## src/design/jsu_pkg.sv

```systemverilog
// Shared types and constants of the JSON string unescaper.
// Depends on nothing; every other file of the block imports it.
package jsu_pkg;

	localparam int OFFSET_BITS_DEF = 16;
	localparam int QUEUE_DEPTH     = 2;
	localparam int REC_BYTES       = 6;

	localparam logic [1:0] STATUS_DECODING = 2'd0;
	localparam logic [1:0] STATUS_DONE     = 2'd1;
	localparam logic [1:0] STATUS_ERROR    = 2'd2;

	localparam logic [7:0] CH_QUOTE = 8'h22;
	localparam logic [7:0] CH_BSL   = 8'h5C;
	localparam logic [7:0] CH_SLASH = 8'h2F;
	localparam logic [7:0] CH_U     = 8'h75;

	typedef enum logic [2:0] {
		MODE_IDLE,
		MODE_STR,
		MODE_ESC,
		MODE_HEX,
		MODE_PEND,
		MODE_PEND_ESC,
		MODE_PEND_HEX
	} mode_t;

	typedef struct packed {
		logic [7:0] text_byte;
		logic       start_flag;
		logic       text_end;
	} in_item_t;

	typedef struct packed {
		logic [7:0]  out_byte;
		logic        has_byte;
		logic [1:0]  status;
		logic [15:0] consumed_count;
		logic        last;
	} out_item_t;

	// Everything one text byte causes: decoded bytes, then an optional end result.
	typedef struct packed {
		logic [REC_BYTES-1:0][7:0] bytes;
		logic [2:0]                nbytes;
		logic                      has_tail;
		logic [1:0]                tail_status;
		logic [15:0]               count;
	} rec_t;

	typedef struct packed {
		logic full;
		logic nonempty;
	} q_stat_t;

endpackage

```

## src/design/jsu_front.sv

```systemverilog
// Front end: takes text bytes, tracks escape state, builds at most one record per byte.
// Depends on jsu_pkg.
module jsu_front #(
	parameter int OFFSET_BITS = jsu_pkg::OFFSET_BITS_DEF
) (
	input  logic              clk,
	input  logic              arst_n,
	input  logic              accept,
	input  jsu_pkg::in_item_t item,
	output logic              push,
	output jsu_pkg::rec_t     rec
);
	import jsu_pkg::*;

	localparam logic [OFFSET_BITS-1:0] OFF_LIMIT =
		(OFFSET_BITS >= 16) ? OFFSET_BITS'(16'hFFFF) : {OFFSET_BITS{1'b1}};

	typedef struct packed {
		logic [3:0][7:0] b;
		logic [2:0]      n;
	} enc_t;

	function automatic enc_t utf8(input logic [20:0] cp);
		enc_t e;
		e = '0;
		if (cp <= 21'h7F) begin
			e.b[0] = cp[7:0];
			e.n = 3'd1;
		end else if (cp <= 21'h7FF) begin
			e.b[0] = {3'b110, cp[10:6]};
			e.b[1] = {2'b10, cp[5:0]};
			e.n = 3'd2;
		end else if (cp <= 21'hFFFF) begin
			e.b[0] = {4'b1110, cp[15:12]};
			e.b[1] = {2'b10, cp[11:6]};
			e.b[2] = {2'b10, cp[5:0]};
			e.n = 3'd3;
		end else begin
			e.b[0] = {5'b11110, cp[20:18]};
			e.b[1] = {2'b10, cp[17:12]};
			e.b[2] = {2'b10, cp[11:6]};
			e.b[3] = {2'b10, cp[5:0]};
			e.n = 3'd4;
		end
		return e;
	endfunction

	// {valid, digit}
	function automatic logic [4:0] hex_val(input logic [7:0] c);
		logic [4:0] r;
		r = '0;
		if (c >= 8'h30 && c <= 8'h39) begin
			r = {1'b1, 4'(c - 8'h30)};
		end else if (c >= 8'h61 && c <= 8'h66) begin
			r = {1'b1, 4'(c - 8'h57)};
		end else if (c >= 8'h41 && c <= 8'h46) begin
			r = {1'b1, 4'(c - 8'h37)};
		end
		return r;
	endfunction

	// {valid, byte} for the single-character escapes
	function automatic logic [8:0] esc_simple(input logic [7:0] c);
		logic [8:0] r;
		case (c)
			CH_QUOTE: r = {1'b1, CH_QUOTE};
			CH_BSL:   r = {1'b1, CH_BSL};
			CH_SLASH: r = {1'b1, CH_SLASH};
			8'h62:    r = {1'b1, 8'h08};
			8'h66:    r = {1'b1, 8'h0C};
			8'h6E:    r = {1'b1, 8'h0A};
			8'h72:    r = {1'b1, 8'h0D};
			8'h74:    r = {1'b1, 8'h09};
			default:  r = '0;
		endcase
		return r;
	endfunction

	mode_t                  mode_q, mode_d;
	logic [15:0]            hex_q, hex_d;
	logic [1:0]             cnt_q, cnt_d;
	logic [9:0]             pend_q, pend_d;
	logic [OFFSET_BITS-1:0] off_q, off_d;

	logic        active, err, done, flush;
	logic        do_str, do_esc, do_hex, paired;
	logic        main_raw, main_cp;
	logic [7:0]  raw_b;
	logic [20:0] cp;
	logic [4:0]  hv;
	logic [8:0]  ev;
	logic [15:0] acc;
	enc_t        enc;
	logic [7:0]  c;

	assign c = item.text_byte;

	always_comb begin
		mode_d = mode_q;
		hex_d = hex_q;
		cnt_d = cnt_q;
		pend_d = pend_q;
		off_d = off_q;
		active = 1'b1;
		err = 1'b0;
		done = 1'b0;
		flush = 1'b0;
		do_str = 1'b0;
		do_esc = 1'b0;
		do_hex = 1'b0;
		paired = 1'b0;
		main_raw = 1'b0;
		main_cp = 1'b0;
		raw_b = '0;
		cp = '0;
		hv = hex_val(c);
		ev = esc_simple(c);
		acc = {hex_q[11:0], hv[3:0]};

		if (item.start_flag) begin
			hex_d = '0;
			cnt_d = '0;
			pend_d = '0;
			if (c != CH_QUOTE) begin
				err = 1'b1;
			end else begin
				mode_d = MODE_STR;
				off_d = OFFSET_BITS'(1);
			end
		end else if (mode_q == MODE_IDLE) begin
			active = 1'b0;
		end else begin
			if (off_q < OFF_LIMIT) begin
				off_d = off_q + 1'b1;
			end
			unique case (mode_q)
				MODE_STR: do_str = 1'b1;
				MODE_ESC: do_esc = 1'b1;
				MODE_HEX: do_hex = 1'b1;
				MODE_PEND: begin
					if (c == CH_BSL) begin
						mode_d = MODE_PEND_ESC;
					end else begin
						flush = 1'b1;
						mode_d = MODE_STR;
						do_str = 1'b1;
					end
				end
				MODE_PEND_ESC: begin
					if (c == CH_U) begin
						hex_d = '0;
						cnt_d = '0;
						mode_d = MODE_PEND_HEX;
					end else begin
						flush = 1'b1;
						do_esc = 1'b1;
					end
				end
				MODE_PEND_HEX: begin
					do_hex = 1'b1;
					paired = 1'b1;
				end
				default: err = 1'b1;
			endcase

			if (do_str) begin
				if (c == CH_QUOTE) begin
					done = 1'b1;
				end else if (c == CH_BSL) begin
					mode_d = MODE_ESC;
				end else begin
					main_raw = 1'b1;
					raw_b = c;
				end
			end

			if (do_esc) begin
				mode_d = MODE_STR;
				if (ev[8]) begin
					main_raw = 1'b1;
					raw_b = ev[7:0];
				end else if (c == CH_U) begin
					hex_d = '0;
					cnt_d = '0;
					mode_d = MODE_HEX;
				end else begin
					err = 1'b1;
				end
			end

			if (do_hex) begin
				if (!hv[4]) begin
					err = 1'b1;
				end else begin
					hex_d = acc;
					cnt_d = cnt_q + 1'b1;
					if (cnt_q == 2'd3) begin
						if (paired && acc >= 16'hDC00 && acc <= 16'hDFFF) begin
							main_cp = 1'b1;
							cp = 21'({pend_q, acc[9:0]}) + 21'h10000;
							pend_d = '0;
							mode_d = MODE_STR;
						end else begin
							flush = paired;
							if (acc >= 16'hD800 && acc <= 16'hDBFF) begin
								pend_d = acc[9:0];
								mode_d = MODE_PEND;
							end else begin
								main_cp = 1'b1;
								cp = 21'(acc);
								pend_d = '0;
								mode_d = MODE_STR;
							end
						end
					end
				end
			end
		end

		if (active && !err && !done && item.text_end) begin
			err = 1'b1;
		end
		if (err || done) begin
			mode_d = MODE_IDLE;
			hex_d = '0;
			cnt_d = '0;
			pend_d = '0;
			off_d = '0;
		end
	end

	// Assemble the record: an unpaired high surrogate goes first, then the main bytes.
	always_comb begin
		enc = '0;
		if (main_cp) begin
			enc = utf8(cp);
		end else if (main_raw) begin
			enc.b[0] = raw_b;
			enc.n = 3'd1;
		end
		rec = '0;
		if (err) begin
			rec.has_tail = 1'b1;
			rec.tail_status = STATUS_ERROR;
		end else begin
			if (flush) begin
				rec.bytes[0] = 8'hED;
				rec.bytes[1] = {4'hA, pend_q[9:6]};
				rec.bytes[2] = {2'b10, pend_q[5:0]};
				rec.bytes[3] = enc.b[0];
				rec.bytes[4] = enc.b[1];
				rec.bytes[5] = enc.b[2];
				rec.nbytes = enc.n + 3'd3;
			end else begin
				rec.bytes[0] = enc.b[0];
				rec.bytes[1] = enc.b[1];
				rec.bytes[2] = enc.b[2];
				rec.bytes[3] = enc.b[3];
				rec.nbytes = enc.n;
			end
			if (done) begin
				rec.has_tail = 1'b1;
				rec.tail_status = STATUS_DONE;
				rec.count = 16'(off_d == '0 ? off_q + 1'b1 : off_q + 1'b1);
				if (off_q >= OFF_LIMIT) begin
					rec.count = 16'(off_q);
				end
			end
		end
	end

	assign push = accept && active && (err || rec.has_tail || rec.nbytes != 3'd0);

	always_ff @(posedge clk or negedge arst_n) begin
		if (!arst_n) begin
			mode_q <= MODE_IDLE;
			hex_q <= '0;
			cnt_q <= '0;
			pend_q <= '0;
			off_q <= '0;
		end else if (accept) begin
			mode_q <= mode_d;
			hex_q <= hex_d;
			cnt_q <= cnt_d;
			pend_q <= pend_d;
			off_q <= off_d;
		end
	end

endmodule

```

## src/design/jsu_queue.sv

```systemverilog
// Short record queue between the parser and the result serializer.
// Depends on jsu_pkg.
module jsu_queue (
	input  logic             clk,
	input  logic             arst_n,
	input  logic             push,
	input  jsu_pkg::rec_t    wr_rec,
	input  logic             pop,
	output jsu_pkg::rec_t    head,
	output jsu_pkg::q_stat_t stat
);
	import jsu_pkg::*;

	localparam int PTR_W = (QUEUE_DEPTH > 1) ? $clog2(QUEUE_DEPTH) : 1;
	localparam int CNT_W = $clog2(QUEUE_DEPTH + 1);

	rec_t             mem_q [QUEUE_DEPTH];
	logic [PTR_W-1:0] wr_q, rd_q;
	logic [CNT_W-1:0] cnt_q;

	assign head = mem_q[rd_q];
	assign stat.full = (cnt_q == CNT_W'(QUEUE_DEPTH));
	assign stat.nonempty = (cnt_q != '0);

	always_ff @(posedge clk) begin
		if (push) begin
			mem_q[wr_q] <= wr_rec;
		end
	end

	always_ff @(posedge clk or negedge arst_n) begin
		if (!arst_n) begin
			wr_q <= '0;
			rd_q <= '0;
			cnt_q <= '0;
		end else begin
			if (push) begin
				wr_q <= (wr_q == PTR_W'(QUEUE_DEPTH - 1)) ? '0 : wr_q + 1'b1;
			end
			if (pop) begin
				rd_q <= (rd_q == PTR_W'(QUEUE_DEPTH - 1)) ? '0 : rd_q + 1'b1;
			end
			if (push && !pop) begin
				cnt_q <= cnt_q + 1'b1;
			end else if (pop && !push) begin
				cnt_q <= cnt_q - 1'b1;
			end
		end
	end

endmodule

```

## src/design/jsu_back.sv

```systemverilog
// Result serializer: walks the head record and loads one result per cycle into
// the output register while it is empty or being taken. Depends on jsu_pkg.
module jsu_back (
	input  logic               clk,
	input  logic               arst_n,
	input  jsu_pkg::rec_t      head,
	input  jsu_pkg::q_stat_t   stat,
	output logic               pop,
	output logic               result_valid,
	input  logic               result_ready,
	output jsu_pkg::out_item_t result_item
);
	import jsu_pkg::*;

	logic [2:0] idx_q;
	logic [2:0] total;
	logic       is_last, load;
	logic [7:0] cur_byte;
	out_item_t  res;
	out_item_t  out_q;
	logic       valid_q;

	assign total = head.nbytes + 3'(head.has_tail);
	assign is_last = (idx_q == total - 3'd1);
	assign load = stat.nonempty && (!valid_q || result_ready);
	assign pop = load && is_last;

	always_comb begin
		case (idx_q)
			3'd0:    cur_byte = head.bytes[0];
			3'd1:    cur_byte = head.bytes[1];
			3'd2:    cur_byte = head.bytes[2];
			3'd3:    cur_byte = head.bytes[3];
			3'd4:    cur_byte = head.bytes[4];
			3'd5:    cur_byte = head.bytes[5];
			default: cur_byte = '0;
		endcase
		res = '0;
		if (idx_q < head.nbytes) begin
			res.out_byte = cur_byte;
			res.has_byte = 1'b1;
			res.status = STATUS_DECODING;
		end else begin
			res.status = head.tail_status;
			res.consumed_count = (head.tail_status == STATUS_DONE) ? head.count : '0;
		end
		res.last = is_last;
	end

	always_ff @(posedge clk) begin
		if (load) begin
			out_q <= res;
		end
	end

	always_ff @(posedge clk or negedge arst_n) begin
		if (!arst_n) begin
			idx_q <= '0;
			valid_q <= 1'b0;
		end else begin
			if (load) begin
				idx_q <= is_last ? 3'd0 : idx_q + 3'd1;
			end
			if (load) begin
				valid_q <= 1'b1;
			end else if (result_ready) begin
				valid_q <= 1'b0;
			end
		end
	end

	assign result_valid = valid_q;
	assign result_item = out_q;

endmodule

```

## src/design/json_string_unescape_utf8_top.sv

```systemverilog
// Top level of the JSON string unescaper with UTF-8 output.
// Depends on jsu_pkg, jsu_front, jsu_queue and jsu_back.
//
// Usage:
//   text channel   (text_valid/text_ready/text_item): one JSON text byte per item.
//                  Raise start_flag on the opening quote; text_end on the last byte.
//   result channel (result_valid/result_ready/result_item): decoded UTF-8 bytes,
//                  then a done item carrying consumed_count, or one error item.
//                  last marks the final result caused by a given text byte.
// Path: an accepted item's record is written into the queue, then its first
//   result is loaded into the output register. Throughput: one text item per
//   cycle while each byte causes at most one result and result_ready is high.
//   A byte causing k results (up to six, e.g. an unpaired high surrogate and
//   another escape) holds the serializer's single output register for k loads.
// Stall: when result_ready drops, the output item holds and the two-record queue
//   fills; text_ready falls only when the queue is full.
// Reset: arst_n clears parser state to idle, empties the queue and drops
//   result_valid. After an error result, drop bytes already taken downstream.
module json_string_unescape_utf8_top #(
	parameter int OFFSET_BITS = jsu_pkg::OFFSET_BITS_DEF
) (
	input  logic               clk,
	input  logic               arst_n,
	input  logic               text_valid,
	output logic               text_ready,
	input  jsu_pkg::in_item_t  text_item,
	output logic               result_valid,
	input  logic               result_ready,
	output jsu_pkg::out_item_t result_item
);
	import jsu_pkg::*;

	logic    accept, push, pop;
	rec_t    rec, head;
	q_stat_t stat;

	// Take a byte whenever the queue has room for the record it may produce.
	assign text_ready = !stat.full;
	assign accept = text_valid && text_ready;

	jsu_front #(
		.OFFSET_BITS(OFFSET_BITS)
	) u_front (
		.clk    (clk),
		.arst_n (arst_n),
		.accept (accept),
		.item   (text_item),
		.push   (push),
		.rec    (rec)
	);

	jsu_queue u_queue (
		.clk    (clk),
		.arst_n (arst_n),
		.push   (push),
		.wr_rec (rec),
		.pop    (pop),
		.head   (head),
		.stat   (stat)
	);

	jsu_back u_back (
		.clk          (clk),
		.arst_n       (arst_n),
		.head         (head),
		.stat         (stat),
		.pop          (pop),
		.result_valid (result_valid),
		.result_ready (result_ready),
		.result_item  (result_item)
	);

endmodule

```

## config.mk

```make
export PLATFORM = sky130hd
export DESIGN_NAME = json_string_unescape_utf8_top
export DESIGN_NICKNAME = d
export VERILOG_FILES = /design/src/design/jsu_pkg.sv /design/src/design/jsu_front.sv /design/src/design/jsu_queue.sv /design/src/design/jsu_back.sv /design/src/design/json_string_unescape_utf8_top.sv
export SDC_FILE = /design/constraint.sdc
export NUM_CORES = 1
export LEC_CHECK = 0
export BUFFER_PORTS_ARGS = -buffer_cell sky130_fd_sc_hd__clkbuf_2
export CAP_MARGIN = 0
export CORE_ASPECT_RATIO = 1.5
export CORE_UTILIZATION = 55
export DETAILED_ROUTE_END_ITERATION = 7
export PLACE_DENSITY = 0.72
export SYNTH_ARGS = -nofsm -noshare
export SYNTH_HDL_FRONTEND = slang
export SYNTH_SLANG_ARGS = --single-unit
```

## constraint.sdc

```tcl
create_clock -name clk -period 11.2 [get_ports clk]
set_input_delay 1.68 -clock clk [delete_from_list [all_inputs] [get_ports clk]]
set_output_delay 1.68 -clock clk [all_outputs]
set_load 0.05 [all_outputs]
```

==> results of run 1 <==
==> per-stage QoR <==
stage,utilization (%),cells
2_1_floorplan,-,966
3_3_place_gp,58.6,1213
3_5_place_dp,58.6,1213
6_report,62.3,1249
4_1_cts,62.3,1249
5_1_grt,62.3,1249
==> registers in the layout (all words and copies together), names as in the netlist, 2 cells and up <==
name and cells:
u_back.result_item 28, u_front.hex_q 12, u_front.off_q 16, u_back.idx_q 3
u_front.pend_q 10, u_front.mode_q 3, u_front.cnt_q 2, u_queue.cnt_q 2
u_queue.mem_q 132
==> cells by family after synthesis <==
| family | synth area share, % |
|---|---|
| buffers and inverters | 3.27 |
| AND/OR/NAND/NOR | 14.5 |
| AO/OA/AOI/OAI | 16.8 |
| multiplexers | 6.22 |
| adder cells (fa/ha/maj) | 2.17 |
| XOR/XNOR | 1.52 |
| flip-flops | 55.5 |
==> power by group through the flow <==
stage / Combinational, W / Sequential, W / Clock, W
after floorplan: 0.000443 / 0.00124 / 0
after global placement: 0.000747 / 0.00110 / 0
after detailed placement: 0.000754 / 0.00111 / 0
after CTS: 0.000755 / 0.00109 / 0.000728
after global routing: 0.000815 / 0.00111 / 0.000759
final: 0.000749 / 0.00109 / 0.000719
==> layout make-up <==
type	instances	area share [%]
sequential	211	50.6
multi-input combinational	672	37.9
clock buffer	23	4.43
tap	256	2.66
timing repair buffer	52	2.35
clock inverter	13	1.44
inverter	22	0.687
==> how the worst max path moves through the flow <==
| stage | endpoint | slack, ps |
|---|---|---|
| 6_report | u_queue.mem_q[1][24]$_DFFE_PP_ | 5490 |
| 3_3_place_gp | u_queue.mem_q[0][22]$_DFFE_PP_ | 5140 |
| 4_1_cts | u_queue.mem_q[1][49]$_DFFE_PP_ | 5560 |
| 2_1_floorplan | u_queue.mem_q[0][0]$_DFFE_PP_ | 1280 |
| 3_5_place_dp | u_queue.mem_q[0][22]$_DFFE_PP_ | 5040 |
| 5_1_grt | u_queue.mem_q[1][41]$_DFFE_PP_ | 5190 |
==> per-layer routing <==
layer / share of wire (%) / wire (µm) / vias to the layer above / track usage, %
li1: - / - / 3713 / -
met1: 41 / 10500 / 3924 / 33.9
met2: 50 / 12800 / 285 / 44.0
met3: 5.2 / 1330 / 60 / 3.19
met4: 3.9 / 987 / 0 / 10.8
met5: 0 / 0 / - / 0
==> cells in the final DEF (no fill, tap or decap), drive strengths merged, types with 8 or more instances in the layout <==
cell type | netlist | routed
nand2b | 10 | 10
a211oi | 17 | 17
a22o | 13 | 13
a21oi | 51 | 51
nand3 | 22 | 22
edfxtp | 160 | 160
dfrtp | 51 | 51
mux2i | 31 | 31
buf | 23 | 9
mux2 | 9 | 9
and3 | 8 | 8
or2 | 8 | 8
a31oi | 10 | 10
nand2 | 82 | 82
xnor2 | 14 | 14
ha | 19 | 19
mux4 | 12 | 12
o21ai | 53 | 53
o31ai | 10 | 10
nor2b | 9 | 9
or3 | 12 | 12
o211ai | 13 | 13
nor2 | 98 | 98
clkbuf | 38 | 66
and2 | 11 | 11
a221oi | 11 | 11
nor3 | 20 | 20
inv | 22 | 24
==> worst max-delay path, cell delays in order <==
cell	delay, ps
clkbuf_2	220
inv_1	120
ha_1	220
or3b_2	200
and4_1	380
o21ai_0	120
buf_4	200
o31ai_1	750
o21bai_1	230
ha_1	270
nand2_1	70
o22ai_1	110
nor2b_1	260
a211oi_4	240
buf_4	670
==> run summary, run 1 <==
Status: completed
DR DRC count: 0
Post-cts repair resize count: 0
Placer Congestion: 1.05
Hold Startpoint: u_back.result_valid$_DFFE_PN0P_
Setup crit end kind: register
Worst Reg2Reg Path Length in Cells: 11
Worst flop-to-flop path startpoint: u_front.mode_q[0]$_DFFE_PN0P_
Slew Limit Fails: 0
Grt ovf: 0
Clock Skew: 10.4 ps
Routed wire length: 25.6 mm
Layout fillers: 1,552
Clock Sinks: 211
Post-synth cell types: 84
Fin nets: 1,012
Synth warn: 0
Worst-path clk slew: 60 ps
Via count: 7,982
CTS H-tree depth: 1
Worst-path fanout max: 66
Pwr Density: 213 nW/µm²
Maximum vdd drop: 0.115 mV
Finished Cell Area: 12,000 µm²
Seq cells post-synth: 211
Kind of critical path: primary input to register
Startpoint type of the worst setup path: primary input
Part of the power in the clock network: 28.1%
Final Cycle Share: 51.0%
Diodes inserted: 0
Highest clock rate: 0.175 GHz
First-pass GRT wire length: 40.8 mm
Top cells by count, synth: 160 x edfxtp_1, 98 x nor2_1, 82 x nand2_1, 51 x a21oi_1, 51 x dfrtp_1
Number of max-cap violations: 0
Mapped Area: 11,000 µm²
Post-CTS Setup Bufs: 0
Worst path required time: 11,310 ps
Boundary Pins: 44
Mapped Cells: 966
Avg Synthesized Cell Area: 11.3 µm²
Initial antenna violation count: 0
Final Power: 0.00256 W
RSZ-0062 raised after global routing: no
Sequential area share after synthesis: 55.5%
Hold Slack: 501 ps
Placed Area: 11,300 µm²
Capture point of the worst reg-to-reg path: u_queue.mem_q[1][24]$_DFFE_PP_
Starting DRC count in detailed routing: 799
Vias in the first global route: 7,704
Share of the synthesized area in the top cell type: 43.8%
Post-synth top area cell: edfxtp_1
Final worst setup slack: 5490 ps
Pleak: 4.31 nW
Main synth FF type: edfxtp_1
Clk_lat worst skew: 490 ps
CP startpoint: text_item[2]
Hold depth: 2
Switching portion of total power: 34.3%
Switching pwr: 0.000878 W
R2R setup slack: 6100 ps
Area growth syn-to-layout: 9.74%
Synth Net Count: 999
Final setup viols: 0
Post-synth EDFFs: 160
DP Wirelength: 18.1 mm
Ranking of synthesized cells by area: edfxtp_1 44%, dfrtp_1 12%, nor2_1 3.4%
Initial Utilization: 56.7%
TritonCTS clock tree: yes
Tightest Hold Check Type: register to register
Core Area: 19,300 µm²
Total track usage: 26.2%
FP Rows: 62
Hold Path Sink: u_back.result_valid$_DFFE_PN0P_
Die Footprint: 20,500 µm²
Share of layout cells above drive strength 1: 13.3%
Vias/cell: 6.39
Arrival time of the worst setup path: 5830 ps
Routed Antenna Nets: 0
Share of flip-flops with an asynchronous set or reset: 24.2%
Area occupied by registers: 6080 µm²
DP Worst Slack: 5040 ps
Count leader, synth: edfxtp_1
Drt first pass iters: 5
TritonCTS Buffers: 20
Pin count of the biggest net entering global routing: 67
Port Buf Inserts: 43
Routed WL per cell: 20.5 µm
Worst-case clock buffer depth: 3
Worst slew margin relative to its limit: 19.5%
Hold Buf Count CTS: 0
Multi-input logic area: 4550 µm²
Root buf cell: clkbuf_16
DIE WIDTH: 117 µm
Reg power frac: 42.6%
Die height: 175 µm
Worst-Margin Slew: 1200 ps
Final min period: 5710 ps
Final Hold Vio Count: 0
Fin Setup TNS: 0 ps
Combinational share of power: 29.3%
Internal power: 0.00168 W
Power figures use the tool's default switching activity.
==> run 2, diff against run 1 <==
--- a/config.mk
+++ b/config.mk
@@ -5,6 +5,7 @@
 export SDC_FILE = /design/constraint.sdc
 export NUM_CORES = 1
 export LEC_CHECK = 0
+export ABC_AREA = 1
 export BUFFER_PORTS_ARGS = -buffer_cell sky130_fd_sc_hd__clkbuf_2
 export CAP_MARGIN = 0
 export CORE_ASPECT_RATIO = 1.5
==> constraint.sdc (replaced) <==
create_clock -name clk -period 5.9 [get_ports clk]
set_input_delay 0.885 -clock clk [delete_from_list [all_inputs] [get_ports clk]]
set_output_delay 0.885 -clock clk [all_outputs]
set_load 0.05 [all_outputs]
==> run 2 against run 1 <==
Against the previous run:
- non-clock buffer count shrank 2
- count of clock-buffer cells in the layout is the same
- sequential power rose by 88%
- cell count grew 13%
- highest routed layer unchanged
- critical path depth increased by 9
- first-iteration DRC count is 17% lower
- via count increased by 2.1%
- worst hold slack gained 9.6 ps
- clock power is 100% higher
- clock skew decreased by 1.5 ps
- global-route usage up 1.5 points
- largest cell class unchanged
- sequential cell count stayed put
==> run summary, run 2 <==
R2R setup slack: 1600 ps (was 6100 ps)
Root buf cell: clkbuf_16 (unchanged)
Pwr Density: 409 nW/µm² (was 213 nW/µm²)
Hold Slack: 511 ps (was 501 ps)
Status: completed (unchanged)
First-pass GRT wire length: 42.6 mm (was 40.8 mm)
Number of max-cap violations: 0 (unchanged)
Internal power: 0.00313 W (was 0.00168 W)
Part of the power in the clock network: 29.5% (was 28.1%)
Global-route track usage on met1: 35.2% (was 33.9%)
Fin nets: 1,177 (was 1,012)
Startpoint type of the worst setup path: primary input (unchanged)
Routed Antenna Nets: 0 (unchanged)
Layout fillers: 1,620 (was 1,552)
Routed WL per cell: 18.9 µm (was 20.5 µm)
Seq cells post-synth: 211 (unchanged)
Initial antenna violation count: 0 (unchanged)
Synth Area in Adders: 2.21% (was 2.17%)
Compound-gate portion of the synthesized area: 15.3% (was 16.8%)
Vias/cell: 5.76 (was 6.39)
Met2 Use GR: 47.2% (was 44.0%)
Switching portion of total power: 35.8% (was 34.3%)
Clock Skew: 8.93 ps (was 10.4 ps)
Post-cts repair resize count: 0 (unchanged)
Highest clock rate: 0.229 GHz
Drt first pass iters: 5 (unchanged)
DR DRC count: 0 (unchanged)
Commonest non-fill, non-tap cell in the layout: nand2_1 (was edfxtp_1)
Commonest non-fill, non-tap cells in the layout: 201 x nand2_1, 160 x edfxtp_1, 116 x nor2_1 (was 160 x edfxtp_1, 98 x nor2_1, 82 x nand2_1)
Capture point of the worst reg-to-reg path: u_queue.mem_q[0][43]$_DFFE_PP_ (was u_queue.mem_q[1][24]$_DFFE_PP_)
Final min period: 4360 ps
Pleak: 4.64 nW (was 4.31 nW)
Starting DRC count in detailed routing: 662 (was 799)
Maximum vdd drop: 0.212 mV (was 0.115 mV)
Port Buf Inserts: 43 (unchanged)
Routed wire length: 26.7 mm (was 25.6 mm)
FP Rows: 62 (unchanged)
Largest family of logic cells by synthesized area: simple AND/OR/NAND/NOR gates (was compound AO/OA/AOI/OAI gates)
Worst-path fanout max: 24 (was 66)
CTS H-tree depth: 1 (unchanged)
Max FFs per register: 132 (unchanged)
Synth warn: 0 (unchanged)
Via count: 8,149 (was 7,982)
Initial Utilization: 56.0% (was 56.7%)
Total track usage: 27.7% (was 26.2%)
Share of the synthesized area in the top cell type: 44.7% (was 43.8%)
Worst-path clk slew: 70 ps (was 60 ps)
Main synth FF type: edfxtp_1 (unchanged)
Placer Congestion: 0.976 (was 1.05)
Final Hold Vio Count: 0 (unchanged)
Clk_lat worst skew: 490 ps (about the same)
Synth Net Count: 1,140 (was 999)
Final Cycle Share: 73.9%
Die height: 173 µm (was 175 µm)
Avg Synthesized Cell Area: 9.70 µm² (was 11.3 µm²)
Clock Sinks: 211 (unchanged)
Area growth syn-to-layout: 11.1% (was 9.74%)
Setup crit end kind: register (unchanged)
Placed Area: 11,200 µm² (was 11,300 µm²)
Mapped Area: 10,700 µm² (was 11,000 µm²)
Reg power frac: 42.1% (was 42.6%)
Multi-input logic area: 4040 µm² (was 4550 µm²)
Worst slew margin relative to its limit: 21.8% (was 19.5%)
Post-synth EDFFs: 160 (unchanged)
Largest Register: u_queue.mem_q (unchanged)
Post-synth cell types: 57 (was 84)
Post-CTS Setup Bufs: 0 (unchanged)
Mapped Cells: 1,107 (was 966)
Post-synth top area cell: edfxtp_1 (unchanged)
Share of layout cells above drive strength 1: 13.3% (about the same)
Share of flip-flops with an asynchronous set or reset: 24.2% (unchanged)
Pin count of the biggest net entering global routing: 63 (was 67)
Worst flop-to-flop path startpoint: u_front.mode_q[0]$_DFFE_PN0P_ (unchanged)
Die Footprint: 20,100 µm² (was 20,500 µm²)
Hold Buf Count CTS: 0 (unchanged)
Synth Area in Simple Gates: 18.0% (was 14.5%)
TritonCTS clock tree: yes (unchanged)
Area occupied by registers: 6080 µm² (unchanged)
GRT Max-Usage Layer: met2 (unchanged)
Top cells by count, synth: 201 x nand2_1, 160 x edfxtp_1, 117 x nor2_1, 106 x o21ai_0, 104 x inv_1 (was 160 x edfxtp_1, 98 x nor2_1, 82 x nand2_1, 51 x a21oi_1, 51 x dfrtp_1)
RSZ-0062 raised after global routing: no (unchanged)
Slew Limit Fails: 0 (unchanged)
Fin Setup TNS: 0 ps (unchanged)
Worst-case clock buffer depth: 3 (unchanged)
Kind of critical path: primary input to register (unchanged)
Count leader, synth: nand2_1 (was edfxtp_1)
Mux share of post-synthesis cell area: 0.466% (was 6.22%)
Worst path required time: 6090 ps (was 11,310 ps)
TritonCTS Buffers: 21 (was 20)
Switching pwr: 0.00175 W (was 0.000878 W)
Met3 usage: 3.58% (was 3.19%)
Diodes inserted: 0 (unchanged)
Vias in the first global route: 7,907 (was 7,704)
Tightest Hold Check Type: primary input to asynchronous set/reset pin (was register to register)
Boundary Pins: 44 (unchanged)
Arrival time of the worst setup path: 4550 ps (was 5830 ps)
Worst-Margin Slew: 1170 ps (was 1200 ps)
Post-synthesis xor/xnor area fraction: 1.63% (was 1.52%)
Grt ovf: 0 (unchanged)
Final Power: 0.00488 W (was 0.00256 W)
Finished Cell Area: 11,900 µm² (was 12,000 µm²)
Core Area: 19,200 µm² (was 19,300 µm²)
Ranking of synthesized cells by area: edfxtp_1 45%, dfrtp_1 12%, nand2_1 7.0% (was edfxtp_1 44%, dfrtp_1 12%, nor2_1 3.4%)
Sequential area share after synthesis: 56.6% (was 55.5%)
Final setup viols: 0 (unchanged)
Combinational share of power: 28.4% (was 29.3%)
DIE WIDTH: 116 µm (was 117 µm)
DP Wirelength: 19.5 mm (was 18.1 mm)
Worst Reg2Reg Path Length in Cells: 19 (was 11)
## run 2: changes by cell type after synthesis, moves of 11 or more
cell      before  now
xor2_1         5   16
clkbuf_1      38   24
inv_1         22  104
mux4_2        12    0
a211oi_1      17    1
nand3_1       22   43
o21ai_0       49  106
inv_2          0   15
or3_1         12    0
nor2_1        98  117
o22ai_1        4   35
nand2_1       82  201
mux2i_1       31    5
## run 2: per-stage QoR
step | worst slack (ps) | util, % | instances
2_1_floorplan | 717 | - | 1107
3_3_place_gp | 1080 | 58.4 | 1377
3_5_place_dp | 1060 | 58.4 | 1377
4_1_cts | 1560 | 62.3 | 1414
5_1_grt | 1180 | 62.3 | 1414
6_report | 1540 | 62.3 | 1414
## run 2: layout make-up
cell class,instances,share of cell area (%)
Clock buffer,23,4.55
Clock inverter,14,1.72
Inverter,120,3.79
Multi-Input combinational cell,740,33.8
Sequential cell,211,51.0
Tap cell,256,2.68
Timing Repair Buffer,50,2.45
## run 2: worst max path at each step
stage	start	to	slack (ps)	cells after the start
5_1_grt	text_item[2]	u_queue.mem_q[0][50]$_DFFE_PP_	1180	24
6_report	text_item[2]	u_queue.mem_q[0][43]$_DFFE_PP_	1540	24
4_1_cts	text_item[2]	u_queue.mem_q[0][50]$_DFFE_PP_	1560	24
2_1_floorplan	text_item[2]	u_queue.mem_q[1][0]$_DFFE_PP_	720	21
3_5_place_dp	text_item[2]	u_queue.mem_q[1][62]$_DFFE_PP_	1060	24
3_3_place_gp	text_item[2]	u_queue.mem_q[0][23]$_DFFE_PP_	1080	24
## run 2: critical path, stage by stage
cell and delay, ps:
clkbuf_2 120, inv_1 130, ha_1 240, o21ai_1 130
nand2_1 100, nand2_4 110, nand2_4 120, nand4_4 130
nor2_8 90, nand2_1 120, nand2_1 60, inv_1 50
nand3_1 70, nor2_2 450, o21ai_1 180, ha_1 310
inv_1 50, nand2_1 60, nand3_1 120, nor2_1 50
nand2_2 80, nand3_1 110, inv_2 440, buf_4 310
## run 2: power by group through the flow
stage | registers [W] | logic [W] | clock network (W)
3_3_place_gp | 0.00208 | 0.00138 | 0
4_1_cts | 0.00205 | 0.00140 | 0.00146
5_1_grt | 0.00208 | 0.00152 | 0.00152
2_1_floorplan | 0.00235 | 0.000737 | 0
6_report | 0.00205 | 0.00139 | 0.00144
3_5_place_dp | 0.00208 | 0.00139 | 0
## run 2: cells by family after synthesis
| kind of cell | Yosys count |
|---|---|
| AND/OR/NAND/NOR | 425 |
| AO/OA/AOI/OAI | 271 |
| flip-flops | 211 |
| buffers and inverters | 156 |
| XOR/XNOR | 20 |
| adder cells (fa/ha/maj) | 19 |
| multiplexers | 5 |
## run 2: metal layers
metal	vias to the layer above	part of all wire (%)	wire, µm
met3	71	4.8	1280
met1	3861	40	10700
li1	3947	-	-
met4	0	4.0	1070
met2	270	51	13600
met5	-	0	0
==> run 3, diff against run 2 <==
--- a/config.mk
+++ b/config.mk
@@ -11,7 +11,7 @@
 export CORE_ASPECT_RATIO = 1.5
 export CORE_UTILIZATION = 55
 export DETAILED_ROUTE_END_ITERATION = 7
-export PLACE_DENSITY = 0.72
+export PLACE_DENSITY = 0.75
 export SYNTH_ARGS = -nofsm -noshare
 export SYNTH_HDL_FRONTEND = slang
 export SYNTH_SLANG_ARGS = --single-unit
==> constraint.sdc (replaced) <==
create_clock -name clk -period 3.6 [get_ports clk]
set_input_delay 0.54 -clock clk [delete_from_list [all_inputs] [get_ports clk]]
set_output_delay 0.54 -clock clk [all_outputs]
set_load 0.05 [all_outputs]
==> run 3 against run 2 <==
Against the previous run:
- sequential share of layout area shrank 2.7 points
- clock skew grew 0.70 ps
- via count grew 6.5%
- routed wire length is essentially flat
- die area is the same
- sequential power grew 60%
- highest routed layer unchanged
- global-route usage shrank 0.56 points
- first-iteration DRC count grew 21%
- power grew 61%
- cell count grew 5.9%
- worst hold slack lost 420 ps
==> run summary, run 3 (synthesized netlist as in run 2, its figures left out) <==
Worst-path clk slew: 60 ps (was 70 ps)
Final worst setup slack: 157 ps (was 1540 ps)
Routed wire length: 26.7 mm (about the same)
Commonest non-fill, non-tap cells in the layout: 197 x nand2_1, 160 x edfxtp_1, 112 x nor2_1 (was 201 x nand2_1, 160 x edfxtp_1, 116 x nor2_1)
R2R setup slack: 160 ps (was 1600 ps)
Placer Congestion: 1.05 (was 0.976)
Worst path required time: 3960 ps (was 6090 ps)
Worst slew margin relative to its limit: 52.0% (was 21.8%)
Worst-Margin Slew: 720 ps (was 1170 ps)
Pwr Density: 624 nW/µm² (was 409 nW/µm²)
Critical Path End: u_queue.cnt_q[1]$_DFFE_PN0P_ (was u_queue.mem_q[0][43]$_DFFE_PP_)
Commonest non-fill, non-tap cell in the layout: nand2_1 (unchanged)
Worst-path fanout max: 7 (was 24)
Switching portion of total power: 36.3% (was 35.8%)
Fin nets: 1,262 (was 1,177)
Maximum vdd drop: 0.354 mV (was 0.212 mV)
Boundary Pins: 44 (unchanged)
Number of max-cap violations: 0 (unchanged)
Die Footprint: 20,100 µm² (unchanged)
Die height: 173 µm (unchanged)
Initial antenna violation count: 0 (unchanged)
Capture point of the worst reg-to-reg path: u_queue.cnt_q[1]$_DFFE_PN0P_ (was u_queue.mem_q[0][43]$_DFFE_PP_)
Kind of critical path: register to register (was primary input to register)
Highest clock rate: 0.290 GHz
Combinational share of power: 31.7% (was 28.4%)
Final Power: 0.00787 W (was 0.00488 W)
CP startpoint: u_front.hex_q[9]$_DFFE_PN0P_ (was text_item[2])
Via count: 8,681 (was 8,149)
Final Cycle Share: 95.6%
Worst-case clock buffer depth: 3 (unchanged)
DIE WIDTH: 116 µm (unchanged)
Part of the power in the clock network: 26.5% (was 29.5%)
TritonCTS clock tree: yes (unchanged)
Pin count of the biggest net entering global routing: 45 (was 63)
Root buf cell: clkbuf_16 (unchanged)
Internal power: 0.00501 W (was 0.00313 W)
Worst Reg2Reg Path Length in Cells: 23 (was 19)
Total track usage: 27.1% (was 27.7%)
DR DRC count: 0 (unchanged)
Tightest Hold Check Type: primary input to asynchronous set/reset pin (unchanged)
Reg power frac: 41.8% (was 42.1%)
TritonCTS Buffers: 20 (was 21)
Share of layout cells above drive strength 1: 20.2% (was 13.3%)
Non-filler cells in the finished layout: 1,498 (was 1,414)
Worst flop-to-flop path startpoint: u_front.hex_q[9]$_DFFE_PN0P_ (was u_front.mode_q[0]$_DFFE_PN0P_)
Finished Cell Area: 12,600 µm² (was 11,900 µm²)
DP Worst Slack: -195 ps (was 1060 ps)
Slew Limit Fails: 0 (unchanged)
Clock Sinks: 211 (unchanged)
Area growth syn-to-layout: 17.5% (was 11.1%)
Crit-path slowest cell: dfrtp_1 (was nor2_2)
Startpoint type of the worst setup path: register (was primary input)
Pleak: 5.02 nW (was 4.64 nW)
Vias/cell: 5.80 (was 5.76)
CTS H-tree depth: 1 (unchanged)
Final setup viols: 0 (unchanged)
Starting DRC count in detailed routing: 804 (was 662)
Core Area: 19,200 µm² (unchanged)
Status: completed (unchanged)
Routed WL per cell: 17.8 µm (was 18.9 µm)
Top cell by count, worst path: nand2_2 (was nand2_1)
Port Buf Inserts: 43 (unchanged)
Switching pwr: 0.00286 W (was 0.00175 W)
Initial Utilization: 56.0% (unchanged)
Setup crit end kind: register (unchanged)
Vias in the first global route: 8,325 (was 7,907)
Final Hold Vio Count: 0 (unchanged)
Clk_lat worst skew: 490 ps (about the same)
FP Rows: 62 (unchanged)
Drt first pass iters: 7 (was 5)
First-pass GRT wire length: 41.9 mm (was 42.6 mm)
Grt ovf: 0 (unchanged)
Arrival time of the worst setup path: 3800 ps (was 4550 ps)
DP Wirelength: 19.9 mm (was 19.5 mm)
Placed Area: 11,800 µm² (was 11,200 µm²)
Routed Antenna Nets: 0 (unchanged)
Worst path cell trace: nor2_1, nand3_1, nand2_2, nand2_4, buf_4, o21ai_2, inv_1, nand2_2, nand4_1, nor2_2, o21ai_2, ha_1, inv_1, nand2_1, nand3_1, nor2_2, nand2_2, nand2_2, inv_1, ha_4, a21oi_2, o21ai_0, xnor2_1 (was clkbuf_2, inv_1, ha_1, o21ai_1, nand2_1, nand2_4, nand2_4, nand4_4, nor2_8, nand2_1, nand2_1, inv_1, nand3_1, nor2_2, o21ai_1, ha_1, inv_1, nand2_1, nand3_1, nor2_1, nand2_2, nand3_1, inv_2, buf_4)
Max FFs per register: 132 (unchanged)
Hold Slack: 94.4 ps (was 511 ps)
Placed Cells: 1,452 (was 1,377)
CP peak stage delay: 450 ps (about the same)
Diodes inserted: 0 (unchanged)
Final min period: 3440 ps
Largest Register: u_queue.mem_q (unchanged)
Clock Skew: 9.64 ps (was 8.93 ps)
## run 3: cell count changes in the layout (fill, tap and decap cells not counted), moves of 3 or more
cell	change
nand2_2	+4
nand2_1	-4
bufinv_16	-3
nor2_1	-4
clkbuf_1	+4
buf_4	+82
## run 3: final cells by class
cell class | instances | area (µm²)
fill | 1513 | 6550
sequential | 211 | 6080
multi-input combinational | 741 | 4140
timing repair buffer | 135 | 960
clock buffer | 26 | 544
inverter | 120 | 459
tap | 256 | 320
clock inverter | 9 | 106
## run 3: metrics by stage
stage | utilization, % | TNS (ps)
floorplan | - | -59600
finish | 65.8 | 0
global route | 65.8 | -143
CTS | 65.0 | 0
global placement | 61.6 | -33.3
detailed placement | 61.6 | -1720
## run 3: critical path, delay by kind of cell (launching register included)
kind            cells  cell delay (ps)
flops               1              450
fa+ha+maj           2              530
buf+inv             4              360
xor+xnor            1              160
simple gates       12             1400
compound gates      4              420
## run 3: worst min-delay path by stage
| stage | startpoint | end | slack, ps | cells past startpoint |
|---|---|---|---|---|
| finish | arst_n | u_front.off_q[10]$_DFFE_PN0P_ | 90 | 1 |
| global route | arst_n | u_front.off_q[2]$_DFFE_PN0P_ | 160 | 1 |
| CTS | arst_n | u_front.off_q[10]$_DFFE_PN0P_ | 120 | 1 |
| detailed placement | u_queue.wr_q$_DFFE_PN0P_ | u_queue.wr_q$_DFFE_PN0P_ | 470 | 2 |
| global placement | u_queue.wr_q$_DFFE_PN0P_ | u_queue.wr_q$_DFFE_PN0P_ | 460 | 2 |
| floorplan | arst_n | u_back.idx_q[0]$_DFFE_PN0P_ | 240 | 0 |
## run 3: metal layers
layer | track usage (%) | part of all wire (%) | vias to the layer above
li1 | - | - | 4120
met1 | 31.9 | 37 | 4042
met2 | 46.9 | 51 | 397
met3 | 3.26 | 6.0 | 122
met4 | 15.8 | 6.3 | 0
met5 | 0 | 0 | -
## run 3: timing repair
action	CTS	global route
setup buffers	0	10
resized for setup	0	20
setup endpoints to repair	0	134
hold buffers	0	0
## run 3: power groups by stage
stage               Clock (W)  Combinational (W)  Sequential (W)
finish                0.00208            0.00250         0.00329
global route          0.00219            0.00272         0.00333
CTS                   0.00210            0.00248         0.00329
detailed placement          0            0.00247         0.00334
global placement            0            0.00242         0.00333
floorplan                   0            0.00122         0.00385
